### src/rtl/core/arp_pkg.sv
// Shared types and constants for the ARP cache and responder.
// Used by the table RAM users, the top level and the port checker.
// No dependencies.
package arp_pkg;

   // Table geometry
   localparam int TABLE_ENTRIES = 16;
   localparam int IDX_W = (TABLE_ENTRIES > 1) ? $clog2(TABLE_ENTRIES) : 1;
   localparam int CNT_W = $clog2(TABLE_ENTRIES + 1);

   // Packet constants
   localparam logic [15:0] PTYPE_IP       = 16'h0800;
   localparam logic [15:0] OPCODE_REQUEST = 16'h0001;

   // Operation selector carried in req_tuser
   typedef enum logic [1:0] {
      OP_RX_PACKET = 2'd0,
      OP_LOOKUP    = 2'd1,
      OP_REQ_SENT  = 2'd2
   } op_type;

   // Result status carried in rsp_tuser
   typedef enum logic [1:0] {
      STATUS_DONE     = 2'd0,
      STATUS_NOT_IPV4 = 2'd1,
      STATUS_FULL     = 2'd2
   } status_type;

   // Per-entry binding state
   typedef enum logic [1:0] {
      SLOT_EMPTY    = 2'd0,
      SLOT_PENDING  = 2'd1,
      SLOT_RESOLVED = 2'd2
   } slot_state_type;

   // One table entry as stored in the RAM
   typedef struct packed {
      slot_state_type state;
      logic [31:0]    ip;
      logic [47:0]    mac;
   } slot_entry_type;

   localparam int ENTRY_W = $bits(slot_entry_type);

   // Control sequencer
   typedef enum logic [1:0] {
      ST_IDLE,
      ST_SCAN,
      ST_APPEND,
      ST_FINISH
   } fsm_type;

   // Request word layout, lowest field last
   typedef struct packed {
      logic [6:0]  pad;
      logic        lookup_is_ether;
      logic [31:0] target_ip;
      logic [31:0] sender_ip;
      logic [47:0] sender_mac;
      logic [15:0] proto_type;
      logic [15:0] hw_type;
      logic [15:0] arp_op;
   } req_item_type;

   // Response word layout, lowest field last
   typedef struct packed {
      logic [3:0]  pad;
      logic [31:0] reply_src_ip;
      logic [31:0] reply_dest_ip;
      logic [47:0] reply_dest_mac;
      logic        send_reply;
      logic        entry_added;
      logic        entry_updated;
      logic [47:0] found_mac;
      logic        hit;
   } rsp_item_type;

   localparam int REQ_TDATA_W = $bits(req_item_type);
   localparam int RSP_TDATA_W = $bits(rsp_item_type);
   localparam int USER_W      = 2;

endpackage

### src/rtl/core/arp_table_ram.sv
// Simple dual-port synchronous RAM holding the ARP table entries.
// One write port, one read port with registered read data. No package use.
module arp_table_ram #(
   parameter int DATA_W = 82,
   parameter int DEPTH  = 16,
   localparam int ADDR_W = (DEPTH > 1) ? $clog2(DEPTH) : 1
) (
   input  logic                      clock,
   input  logic                      wr_en,
   input  logic [ADDR_W-1:0]         wr_addr,
   input  logic [DATA_W-1:0]         wr_data,
   input  logic                      rd_en,
   input  logic [ADDR_W-1:0]         rd_addr,
   output logic [DATA_W-1:0]         rd_data
);

   logic [DATA_W-1:0] mem [DEPTH];
   logic [DATA_W-1:0] rd_data_ff;

   // Write port
   always_ff @(posedge clock) begin
      if (wr_en) begin
         mem[wr_addr] <= wr_data;
      end
   end

   // Registered read port
   always_ff @(posedge clock) begin
      if (rd_en) begin
         rd_data_ff <= mem[rd_addr];
      end
   end

   assign rd_data = rd_data_ff;

endmodule

### src/rtl/core/arp_cache_and_responder.sv
// ARP cache with responder: top level, sequencer and result register.
// Depends on arp_pkg and arp_table_ram.
//
// One word is handled at a time. A received IPv4 packet or an Ethernet lookup
// walks the table entries in order through the RAM read port, one entry per
// cycle behind the registered read data, and stops at the first match; the
// next word can be accepted in the cycle after the result is loaded. A
// request-sent append goes through the append state to the result load; an
// ignored packet, a non-Ethernet lookup and an unused operation go straight
// to the result load. The result sits in an output register, so the next
// word is accepted while an earlier result still waits to be taken; a
// finished word holds the sequencer until that register frees up. All table
// writes (update or append) happen at the end of a walk or in the append
// state, before the next word can start reading, so no access to an entry
// can overlap another. The table needs no clearing after reset: only entries
// below the fill count are ever read.
module arp_cache_and_responder
   import arp_pkg::*;
(
   input  logic                   clock,
   input  logic                   reset,
   // Request channel
   input  logic                   req_tvalid,
   output logic                   req_tready,
   // arp_op[15:0], hw_type[31:16], proto_type[47:32], sender_mac[95:48],
   // sender_ip[127:96], target_ip[159:128], lookup_is_ether[160], zero pad
   input  logic [REQ_TDATA_W-1:0] req_tdata,
   // operation[1:0]
   input  logic [USER_W-1:0]      req_tuser,
   // Response channel
   output logic                   rsp_tvalid,
   input  logic                   rsp_tready,
   // hit[0], found_mac[48:1], entry_updated[49], entry_added[50],
   // send_reply[51], reply_dest_mac[99:52], reply_dest_ip[131:100],
   // reply_src_ip[163:132], zero pad
   output logic [RSP_TDATA_W-1:0] rsp_tdata,
   // status[1:0]
   output logic [USER_W-1:0]      rsp_tuser,
   // Own address register
   input  logic                   csr_we,
   input  logic [31:0]            csr_wdata
);

   req_item_type   req_item;
   fsm_type        state_ff, state_in;

   // Captured request
   logic [1:0]     op_ff;
   logic           proto_ok_ff;
   logic           is_req_ff;
   logic           ether_ff;
   logic [47:0]    smac_ff;
   logic [31:0]    sip_ff;
   logic [31:0]    tip_ff;

   logic [31:0]    own_ipv4_ff;
   logic [CNT_W-1:0] fill_ff;

   // Walk state
   logic [CNT_W-1:0] rd_idx_ff;
   logic           rd_vld_ff;
   logic [IDX_W-1:0] cmp_idx_ff;
   logic           found_ff;
   logic [47:0]    found_mac_ff;
   logic           added_ff;
   logic           full_ff;

   // Result register
   logic           rsp_vld_ff;
   rsp_item_type   rsp_data_ff;
   status_type     rsp_status_ff;

   // Combinational
   logic           accept;
   logic           issue;
   logic           match;
   logic           scan_miss;
   logic           tip_ours;
   logic           table_full;
   logic           append_try;
   logic           load_rsp;
   logic           ram_wr_en;
   logic [IDX_W-1:0] ram_wr_addr;
   slot_entry_type ram_wr_entry;
   logic [ENTRY_W-1:0] ram_rd_data;
   slot_entry_type rd_entry;
   rsp_item_type   res_item;
   status_type     res_status;
   logic           rx_ok;

   assign req_item   = req_item_type'(req_tdata);
   assign rd_entry   = slot_entry_type'(ram_rd_data);
   assign tip_ours   = (tip_ff == own_ipv4_ff);
   assign table_full = (fill_ff >= CNT_W'(TABLE_ENTRIES));
   assign rx_ok      = (op_ff == OP_RX_PACKET) && proto_ok_ff;

   // Compare the entry returned by the RAM against the captured key
   always_comb begin
      match = 1'b0;
      if (rd_vld_ff) begin
         if (op_ff == OP_LOOKUP) begin
            match = (rd_entry.ip == tip_ff) && (rd_entry.state == SLOT_RESOLVED);
         end else begin
            match = (rd_entry.ip == sip_ff);
         end
      end
   end

   assign scan_miss = !match && (rd_idx_ff >= fill_ff);

   // Next state
   always_comb begin
      state_in = state_ff;
      case (state_ff)
         ST_IDLE: begin
            if (req_tvalid) begin
               case (req_tuser)
                  OP_RX_PACKET: begin
                     state_in = (req_item.proto_type == PTYPE_IP) ? ST_SCAN : ST_FINISH;
                  end
                  OP_LOOKUP: begin
                     state_in = req_item.lookup_is_ether ? ST_SCAN : ST_FINISH;
                  end
                  OP_REQ_SENT: begin
                     state_in = ST_APPEND;
                  end
                  default: begin
                     state_in = ST_FINISH;
                  end
               endcase
            end
         end
         ST_SCAN: begin
            if (match || scan_miss) begin
               state_in = ST_FINISH;
            end
         end
         ST_APPEND: begin
            state_in = ST_FINISH;
         end
         ST_FINISH: begin
            if (!rsp_vld_ff || rsp_tready) begin
               state_in = ST_IDLE;
            end
         end
         default: begin
            state_in = ST_IDLE;
         end
      endcase
   end

   // Sequencer outputs: handshake, RAM read and write
   always_comb begin
      req_tready   = 1'b0;
      issue        = 1'b0;
      append_try   = 1'b0;
      load_rsp     = 1'b0;
      ram_wr_en    = 1'b0;
      ram_wr_addr  = fill_ff[IDX_W-1:0];
      ram_wr_entry = '{state: SLOT_RESOLVED, ip: sip_ff, mac: smac_ff};
      case (state_ff)
         ST_IDLE: begin
            req_tready = 1'b1;
         end
         ST_SCAN: begin
            // stop reading once an entry matches
            issue = (rd_idx_ff < fill_ff) && !match;
            if (match && (op_ff == OP_RX_PACKET)) begin
               ram_wr_en   = 1'b1;
               ram_wr_addr = cmp_idx_ff;
            end else if (scan_miss && (op_ff == OP_RX_PACKET) && tip_ours) begin
               append_try = 1'b1;
               ram_wr_en  = !table_full;
            end
         end
         ST_APPEND: begin
            append_try   = 1'b1;
            ram_wr_en    = !table_full;
            ram_wr_entry = '{state: SLOT_PENDING, ip: tip_ff, mac: 48'd0};
         end
         ST_FINISH: begin
            load_rsp = !rsp_vld_ff || rsp_tready;
         end
         default: begin
            req_tready = 1'b0;
         end
      endcase
   end

   assign accept = req_tvalid && req_tready;

   // Build the result from the captured word and walk flags
   always_comb begin
      res_item                = '0;
      res_item.hit            = (op_ff == OP_LOOKUP) && found_ff;
      res_item.found_mac      = res_item.hit ? found_mac_ff : 48'd0;
      res_item.entry_updated  = rx_ok && found_ff;
      res_item.entry_added    = added_ff;
      res_item.send_reply     = rx_ok && is_req_ff && tip_ours;
      if (res_item.send_reply) begin
         res_item.reply_dest_mac = smac_ff;
         res_item.reply_dest_ip  = sip_ff;
         res_item.reply_src_ip   = own_ipv4_ff;
      end
      if ((op_ff == OP_RX_PACKET) && !proto_ok_ff) begin
         res_status = STATUS_NOT_IPV4;
      end else if (full_ff) begin
         res_status = STATUS_FULL;
      end else begin
         res_status = STATUS_DONE;
      end
   end

   // Control registers
   always_ff @(posedge clock) begin
      if (reset) begin
         state_ff    <= ST_IDLE;
         own_ipv4_ff <= 32'd0;
         fill_ff     <= '0;
         rd_vld_ff   <= 1'b0;
         rsp_vld_ff  <= 1'b0;
      end else begin
         state_ff <= state_in;
         if (csr_we) begin
            own_ipv4_ff <= csr_wdata;
         end
         if (append_try && !table_full) begin
            fill_ff <= fill_ff + CNT_W'(1);
         end
         rd_vld_ff <= issue;
         if (load_rsp) begin
            rsp_vld_ff <= 1'b1;
         end else if (rsp_tready) begin
            rsp_vld_ff <= 1'b0;
         end
      end
   end

   // Capture the word, walk the table, record flags
   always_ff @(posedge clock) begin
      if (accept) begin
         op_ff       <= req_tuser;
         proto_ok_ff <= (req_item.proto_type == PTYPE_IP);
         is_req_ff   <= (req_item.arp_op == OPCODE_REQUEST);
         ether_ff    <= req_item.lookup_is_ether;
         smac_ff     <= req_item.sender_mac;
         sip_ff      <= req_item.sender_ip;
         tip_ff      <= req_item.target_ip;
         rd_idx_ff   <= '0;
         found_ff    <= 1'b0;
         added_ff    <= 1'b0;
         full_ff     <= 1'b0;
      end else begin
         if (issue) begin
            rd_idx_ff <= rd_idx_ff + CNT_W'(1);
         end
         if (match) begin
            found_ff     <= 1'b1;
            found_mac_ff <= rd_entry.mac;
         end
         if (append_try) begin
            added_ff <= !table_full;
            full_ff  <= table_full;
         end
      end
      cmp_idx_ff <= rd_idx_ff[IDX_W-1:0];
      if (load_rsp) begin
         rsp_data_ff   <= res_item;
         rsp_status_ff <= res_status;
      end
   end

   // Lookups that are not for Ethernet never enter the walk
   logic lookup_walk_ok;
   assign lookup_walk_ok = ether_ff || (op_ff != OP_LOOKUP);

   arp_table_ram #(
      .DATA_W (ENTRY_W),
      .DEPTH  (TABLE_ENTRIES)
   ) u_table (
      .clock   (clock),
      .wr_en   (ram_wr_en),
      .wr_addr (ram_wr_addr),
      .wr_data (ram_wr_entry),
      .rd_en   (issue && lookup_walk_ok),
      .rd_addr (rd_idx_ff[IDX_W-1:0]),
      .rd_data (ram_rd_data)
   );

   assign rsp_tvalid = rsp_vld_ff;
   assign rsp_tdata  = rsp_data_ff;
   assign rsp_tuser  = rsp_status_ff;

endmodule

### config.mk
export PLATFORM = sky130hd
export DESIGN_NAME = arp_cache_and_responder
export DESIGN_NICKNAME = d
export VERILOG_FILES = /design/src/rtl/core/arp_pkg.sv /design/src/rtl/core/arp_table_ram.sv /design/src/rtl/core/arp_cache_and_responder.sv
export SDC_FILE = /design/constraint.sdc
export NUM_CORES = 2
export LEC_CHECK = 0
export BUFFER_PORTS_ARGS = -buffer_cell sky130_fd_sc_hd__buf_2
export CORE_MARGIN = 2
export CORE_UTILIZATION = 34
export DETAILED_ROUTE_END_ITERATION = 6
export GPL_ROUTABILITY_DRIVEN = 0
export PLACE_DENSITY = 0.49
export SLEW_MARGIN = 20
export SYNTH_ARGS = -nofsm -noshare
export SYNTH_HDL_FRONTEND = slang
export SYNTH_SLANG_ARGS = --single-unit
### constraint.sdc
create_clock -name clock -period 10.6 [get_ports clock]
set_input_delay 0.53 -clock clock [delete_from_list [all_inputs] [get_ports clock]]
set_output_delay 0.53 -clock clock [all_outputs]
set_load 0.1 [all_outputs]
## Word-level counts from Yosys, hierarchy flattened

Memory sizes are Yosys's and may differ from the RTL's. A register that Yosys moved wholly into a read port is not among the register bits.
Cells that the tools add are included.

- Logic and storage cells: 104
- Memories kept: 1
- Output and inout bits: 172
- RAM bits: 1312
- Flip-flop bits (word level): 384
- Input bits: 207

Memory list:

| name | words | bits a word | rd ports | clocked after Yosys merged registers in | wr ports | RTL line | source |
|---|---|---|---|---|---|---|---|
| u_table.mem | 16 | 82 | 1 | 1 | 1 | arp_table_ram.sv:17 | `logic [DATA_W-1:0] mem [DEPTH];` |

- Eq/ne operators: 16
- Add/subtract/negate cells: 2
- Bitwise gates (word level): 1
- $lt $le $gt $ge: 3
- Reduce and logical (&&, ||, !) cells: 28
- Mux-type cells: 26

Operators by type and width:

| kind | number |
|---|---|
| == test 32 bit | 3 |
| two-way mux 82 bit | 1 |
| == test 16 x 1 -> 1 bit (second input constant) | 1 |
| == test 16 x 12 -> 1 bit (second input constant) | 1 |
| logical AND 1 bit | 15 |
| two-way mux 1 bit | 13 |
| two-way mux 2 bit | 6 |
| adder 5 x 1 -> 5 bit (second input constant) | 2 |
| == test 2 bit (second input constant) | 4 |
| two-way mux 4 bit | 2 |
| one-hot mux 2 bit (4 select lines) | 1 |
| == test 2 x 1 -> 1 bit (second input constant) | 3 |
| zero test 2 bit | 3 |
| != test 2 bit (second input constant) | 3 |
| one-hot mux 2 bit (3 select lines) | 1 |
| greater-or-equal comparator 5 bit | 1 |
| greater-or-equal comparator 5 bit (second input constant) | 1 |
| < comparator 5 bit | 1 |
| zero test 1 bit | 4 |
| one-hot mux 1 bit (2 select lines) | 2 |
| logical OR 1 bit | 3 |
| AND reduction 3 bit | 1 |
| != test 2 x 1 -> 1 bit (second input constant) | 1 |
| AND reduction 2 bit | 1 |
| 2 further kinds | 2 |

## Depth between registers and ports, before layout

- Depth after elaboration: 13
- Depth in mapped cells: 14
- Mapped depth without buffers: 10

## Cells and area by module

Synthesis repeated with hierarchy kept, for this count alone.

- Cells, all modules: 3140
- Area total of the unflattened synthesis: 67040.5 sq um

By module, submodules not included:

| module | cells an instance | instances | area an instance (sq um) | sequential area each (sq um) |
|---|---|---|---|---|
| arp_table_ram | 2103 | 1 | 51501.9 | 41860.1 |
| arp_cache_and_responder | 1037 | 1 | 15538.7 | 11000.6 |

## Least setup slack after synthesis

Ideal clock, no wire load.

- Path kind: register to register
- From: register rsp_vld_ff, in the netlist rsp_tvalid
- To: register rsp_data_ff (netlist bit rsp_tdata[0]), enable pin
- Clock period less this slack: 9.000 ns
- Data required time: 9.886 ns
- Slack: 1.600 ns
- Path buffers: 0
- Arrival: 8.286 ns
- Library setup time: 0.714 ns
- Cell stages (with the launch flop): 3
- Cell sequence: dfxtp_1 nor2b_1 nor2b_1

- Word-level cells in the longest chain between the ends: 3

Ends and longest elaborated chain:

| element | RTL line | source |
|---|---|---|
| start: declaration | arp_cache_and_responder.sv:69 | `logic rsp_vld_ff;` |
| start signal: assignment | arp_cache_and_responder.sv:221 | `rsp_vld_ff <= 1'b0;` |
| start signal: assignment | arp_cache_and_responder.sv:232 | `rsp_vld_ff <= 1'b1;` |
| start signal: assignment | arp_cache_and_responder.sv:234 | `rsp_vld_ff <= 1'b0;` |
| zero test 1 bit | arp_cache_and_responder.sv:182 | `load_rsp = !rsp_vld_ff \|\| rsp_tready;` |
| logical OR 1 bit | arp_cache_and_responder.sv:182 |  |
| two-way mux 1 bit | arp_cache_and_responder.sv:161 | `case (state_ff)` |
| net load_rsp | arp_cache_and_responder.sv:81 | `logic load_rsp;` |
| end signal: assignment | arp_cache_and_responder.sv:268 | `rsp_data_ff <= res_item;` |
| end: declaration | arp_cache_and_responder.sv:70 | `rsp_item_type rsp_data_ff;` |

The timed path passes the listed nets, and every way through them passes these cells.
A chain may end at the register's enable or synchronous reset.

## Final worst setup path

- From: register tip_ff[8]
- To: memory u_table.mem[1][22], enable pin

- Word-level cells in the longest chain between the ends: 13
- Elaborated cells on any way between the ends: 17
- Those cells by class: eq/ne: 2; mux: 9; reduce/logical: 6

Ends and longest elaborated chain:

| element | RTL line | source |
|---|---|---|
| start: declaration | arp_cache_and_responder.sv:54 | `logic [31:0] tip_ff;` |
| start signal: assignment | arp_cache_and_responder.sv:248 | `tip_ff <= req_item.target_ip;` |
| == test 32 bit | arp_cache_and_responder.sv:102 | `match = (rd_entry.ip == tip_ff) && (rd_entry.state == SLOT_RESOLVED);` |
| logical AND 1 bit | arp_cache_and_responder.sv:102 |  |
| two-way mux 1 bit | arp_cache_and_responder.sv:101 | `if (op_ff == OP_LOOKUP) begin` |
| two-way mux 1 bit | arp_cache_and_responder.sv:100 | `if (rd_vld_ff) begin` |
| zero test 1 bit | arp_cache_and_responder.sv:109 | `assign scan_miss = !match && (rd_idx_ff >= fill_ff);` |
| logical AND 1 bit | arp_cache_and_responder.sv:109 |  |
| logical AND 1 bit (2 in series) | arp_cache_and_responder.sv:171 | `end else if (scan_miss && (op_ff == OP_RX_PACKET) && tip_ours) begin` |
| two-way mux 1 bit | arp_cache_and_responder.sv:171 |  |
| two-way mux 1 bit | arp_cache_and_responder.sv:168 | `if (match && (op_ff == OP_RX_PACKET)) begin` |
| one-hot mux 1 bit (2 select lines) | arp_cache_and_responder.sv:161 |  |
| two-way mux 1 bit | arp_table_ram.sv:22 | `if (wr_en) begin` |
| two-way mux 1 bit (implied by the code) | arp_table_ram.sv:23 | `mem[wr_addr] <= wr_data;` |
| end: declaration | arp_table_ram.sv:17 |  |

Several ways; a longest one is shown, not always the timed one.

==> results.tsv <==
stage	metric	value	unit
logic_synthesis	Yosys Warn Count	0	
route	DRT iter0 DRCs	2716	
route	DRC errors left	0	
timing	final setup vio count	0	
floorplanning	DIE HEIGHT	448	µm
power	Pwr Density	236	nW/µm²
logic_synthesis	Synth Area in XOR/XNOR	0.0132	
global_routing	grt met3 use	0.0261	
placement	Placed Cells	5821	
logic_synthesis	post-synthesis mux area share	0.149	
layout	Finished Layout Cells	6307	
route	drt first pass iters	5	
layout	commonest non-fill, non-tap cells in the layout	1725 x edfxtp_1, 410 x mux4_2, 351 x buf_2, 192 x clkbuf_16, 159 x and2_1	
layout	Area Overhead vs Synth	18.6	%
setup_path	worst path arrival time	6040	ps
clocking	CTS tree	yes	
logic_synthesis	simple-gate area share of the yosys netlist	0.0316	
setup_path	CP required	11040	ps
logic_synthesis	distinct cell type count after synthesis	49	
logic_synthesis	flops & latches, synth	1778	
global_routing	most used routing layer	met2	
clocking	Worst-path clk slew	60	ps
clocking	clk sink count	1778	
global_routing	vias in the first global route	32600	
timing	Tcrit/Tclk final	0.529	
timing	fmax	0.178	GHz
min_path	Hold Path Class	primary input to flip-flop	
timing	Final Hold Viols	0	
layout	Post-layout nets	3756	
setup_path	Worst path most repeated cell	buf_4	
floorplanning	row count	162	
placement	Port Buf Inserts	351	
logic_synthesis	largest family of logic cells by synthesized area	multiplexers	
global_routing	grt total ovfl	0	
setup_path	CP Max Fanout	37	
logic_synthesis	Cells after Synth	2923	
logic_synthesis	synthesized area	66900	µm²
clocking	Num CTS Buffers	190	
status	status	finished clean	
route	Vias	31100	
power	Leak	25.1	nW
logic_synthesis	post-synthesis adder-cell area fraction	0.00243	
setup_path	Worst Setup Start Kind	flip-flop	
global_routing	largest net degree at the start of global routing	125	
global_routing	gr usage total	0.172	
global_routing	GRT met1 Usage	0.243	
setup_path	slowest cell on the critical path	buf_4	
timing	Worst Tran Pin Value	1110	ps
layout	most common cell after layout, fill and taps aside	edfxtp_1	
logic_synthesis	Syn Area/Cell	22.9	µm²
clocking	number of H-tree levels	4	
global_routing	first-pass GRT wire length	244000	µm
route	drt wl/cell	27.4	µm
setup_path	WP buf/inv	2	
global_routing	initial antenna violation count	5	
setup_path	Worst path max stage delay	850	ps
timing	Max-slew headroom	0.255	
floorplanning	die width	448	µm
clocking	post-CTS sizing	0	
setup_path	Worst path top cell family by delay	buffers and inverters	
clocking	Clock Latency Late Sink	820	ps
timing	clk_skew	25.4	ps
clocking	CTS Buffer Depth	3	
floorplanning	number of I/O pins	379	
clocking	clk root buf	clkbuf_16	
run	# Max-Cap Violations	0	
floorplanning	Initial Util	0.343	
route	post-route ant nets	0	
power	maximum vdd drop	194	µV
floorplanning	full die area	200000	µm²
timing	RSZ-0062 raised after global routing	false	
layout	proportion of layout cells with a drive suffix above 1	0.309	
route	final wirelength	173000	µm
placement	HPWL after DPL	91100	µm
setup_path	CP endpoint kind	flip-flop	
timing	Setup TNS	0	ps
floorplanning	core box area	195000	µm²
setup_path	flop2flop setup slack	5000	ps
route	DR vias/cell	4.94	
timing	Max Slew Vio Count	0	
setup_path	CP Class	flip-flop to flip-flop	
timing	minimum clock period	5600	ps
logic_synthesis	sequential share of the synthesized area	0.790	
global_routing	met2 GRT Util	0.278	
logic_synthesis	Compound-Gate Fraction of Synth Area	0.00404	
setup_path	CP Cell Sequence	xor2_1 > nor4_1 > and4b_1 > nand4_1 > a2111oi_4 > o21ai_4 > or4_4 > a21oi_4 > buf_4 > buf_4	
[per-layer routing]
layer	wire [µm]	vias up
li1	-	13300
met1	77800	16800
met2	83300	815
met3	8080	226
met4	3670	2
met5	13	-
[final cells by class]
type	count	area, µm²
repair buffers	554	3740
clock inverters	90	729
well taps	2624	3280
diodes	4	10.0
fillers	17200	116000
multi-input cells	996	13700
flip-flops and latches	1778	52900
inverters	16	60.1
clock buffers	245	5010
[worst reg2reg max path, cell delays in order, from the launching register on]
cell and delay [ps]:
edfxtp_1 500, xor2_1 200, nor4_1 610, and4b_1 280, nand4_1 180, a2111oi_4 450
o21ai_4 160, or4_4 530, a21oi_4 600, buf_4 850, buf_4 810
[final timing paths]
kind                                          start                 end  cells past startpoint
worst max-delay path                      tip_ff[8]  u_table.mem[1][22]                     10
worst min-delay path                     rsp_tready          rsp_tvalid                      4
worst max register to register            tip_ff[8]  u_table.mem[1][22]                     10
worst min register to register  u_table.rd_data[14]    found_mac_ff[14]                      0
[stage by stage]
stage,hold slack [ps],util,power [mW],cell area (µm²),setup WS [ps]
floorplan,353,-,11.7,66900,1600
global placement,404,0.370,12.7,72100,4850
detailed placement,405,0.370,12.7,72100,4820
CTS,4.32,0.406,19.0,79300,4800
global route,84.4,0.407,19.5,79300,4740
finish,68.9,0.407,18.8,79400,5000
[power by group]
part	switching (mW)	internal (mW)	total [mW]
clock network	2.72	3.52	6.24
logic	2.30	1.24	3.54
registers	0.242	8.73	8.97
[logic make-up after synthesis]
kind of cell,count (synthesis)
flops,1778
buf+inv,152
fa+ha+maj,13
compound gates,42
other cells,1
xor+xnor,101
simple gates,356
mux,480
[registers in the layout, indices dropped and copies added, names as in the netlist, 4 cells and up]
name	flops
own_ipv4_ff	32
sip_ff	32
tip_ff	32
fill_ff	5
u_table.rd_data	82
cmp_idx_ff	4
smac_ff	48
rd_idx_ff	5
found_mac_ff	48
u_table.mem	1312
rsp_tdata	164
[cells in the mapped netlist (all sizes together)]
cell type     n  area share
edfxtp     1725        0.77
mux4        410        0.14
and2        162       0.015
clkbuf       93      0.0054
xor2         69      0.0090
nor2         55      0.0031
nor2b        54      0.0051
dfxtp        53       0.016
buf          43      0.0029
mux2i        36      0.0054
mux2         34      0.0057
xnor2        32      0.0042
a21oi        25      0.0019
nor4         23      0.0024
inv          16     0.00090
nand2        14     0.00079
ha           13      0.0024
nand4        13      0.0012
nor3          8     0.00067
a31oi         6     0.00065
and3          5     0.00051
o21ai         5     0.00054
or4           5     0.00079
nand3         4     0.00030
nor4b         4     0.00052
nand4b        3     0.00039
and4          2     0.00026
nand2b        2     0.00019
o21a          2     0.00022
a2111oi       1     0.00041
a211oi        1     0.00011
and4b         1     0.00015
conb          1    0.000056
nor3b         1     0.00011
o211ai        1     0.00011
o21bai        1     0.00011
[repair_timing]
action | in CTS | in global routing
endpoints found under the hold margin | 147 | 0
hold buffers | 147 | 0
buffers inserted | 0 | 0
Note: power is estimated with default switching activity, not from simulation.
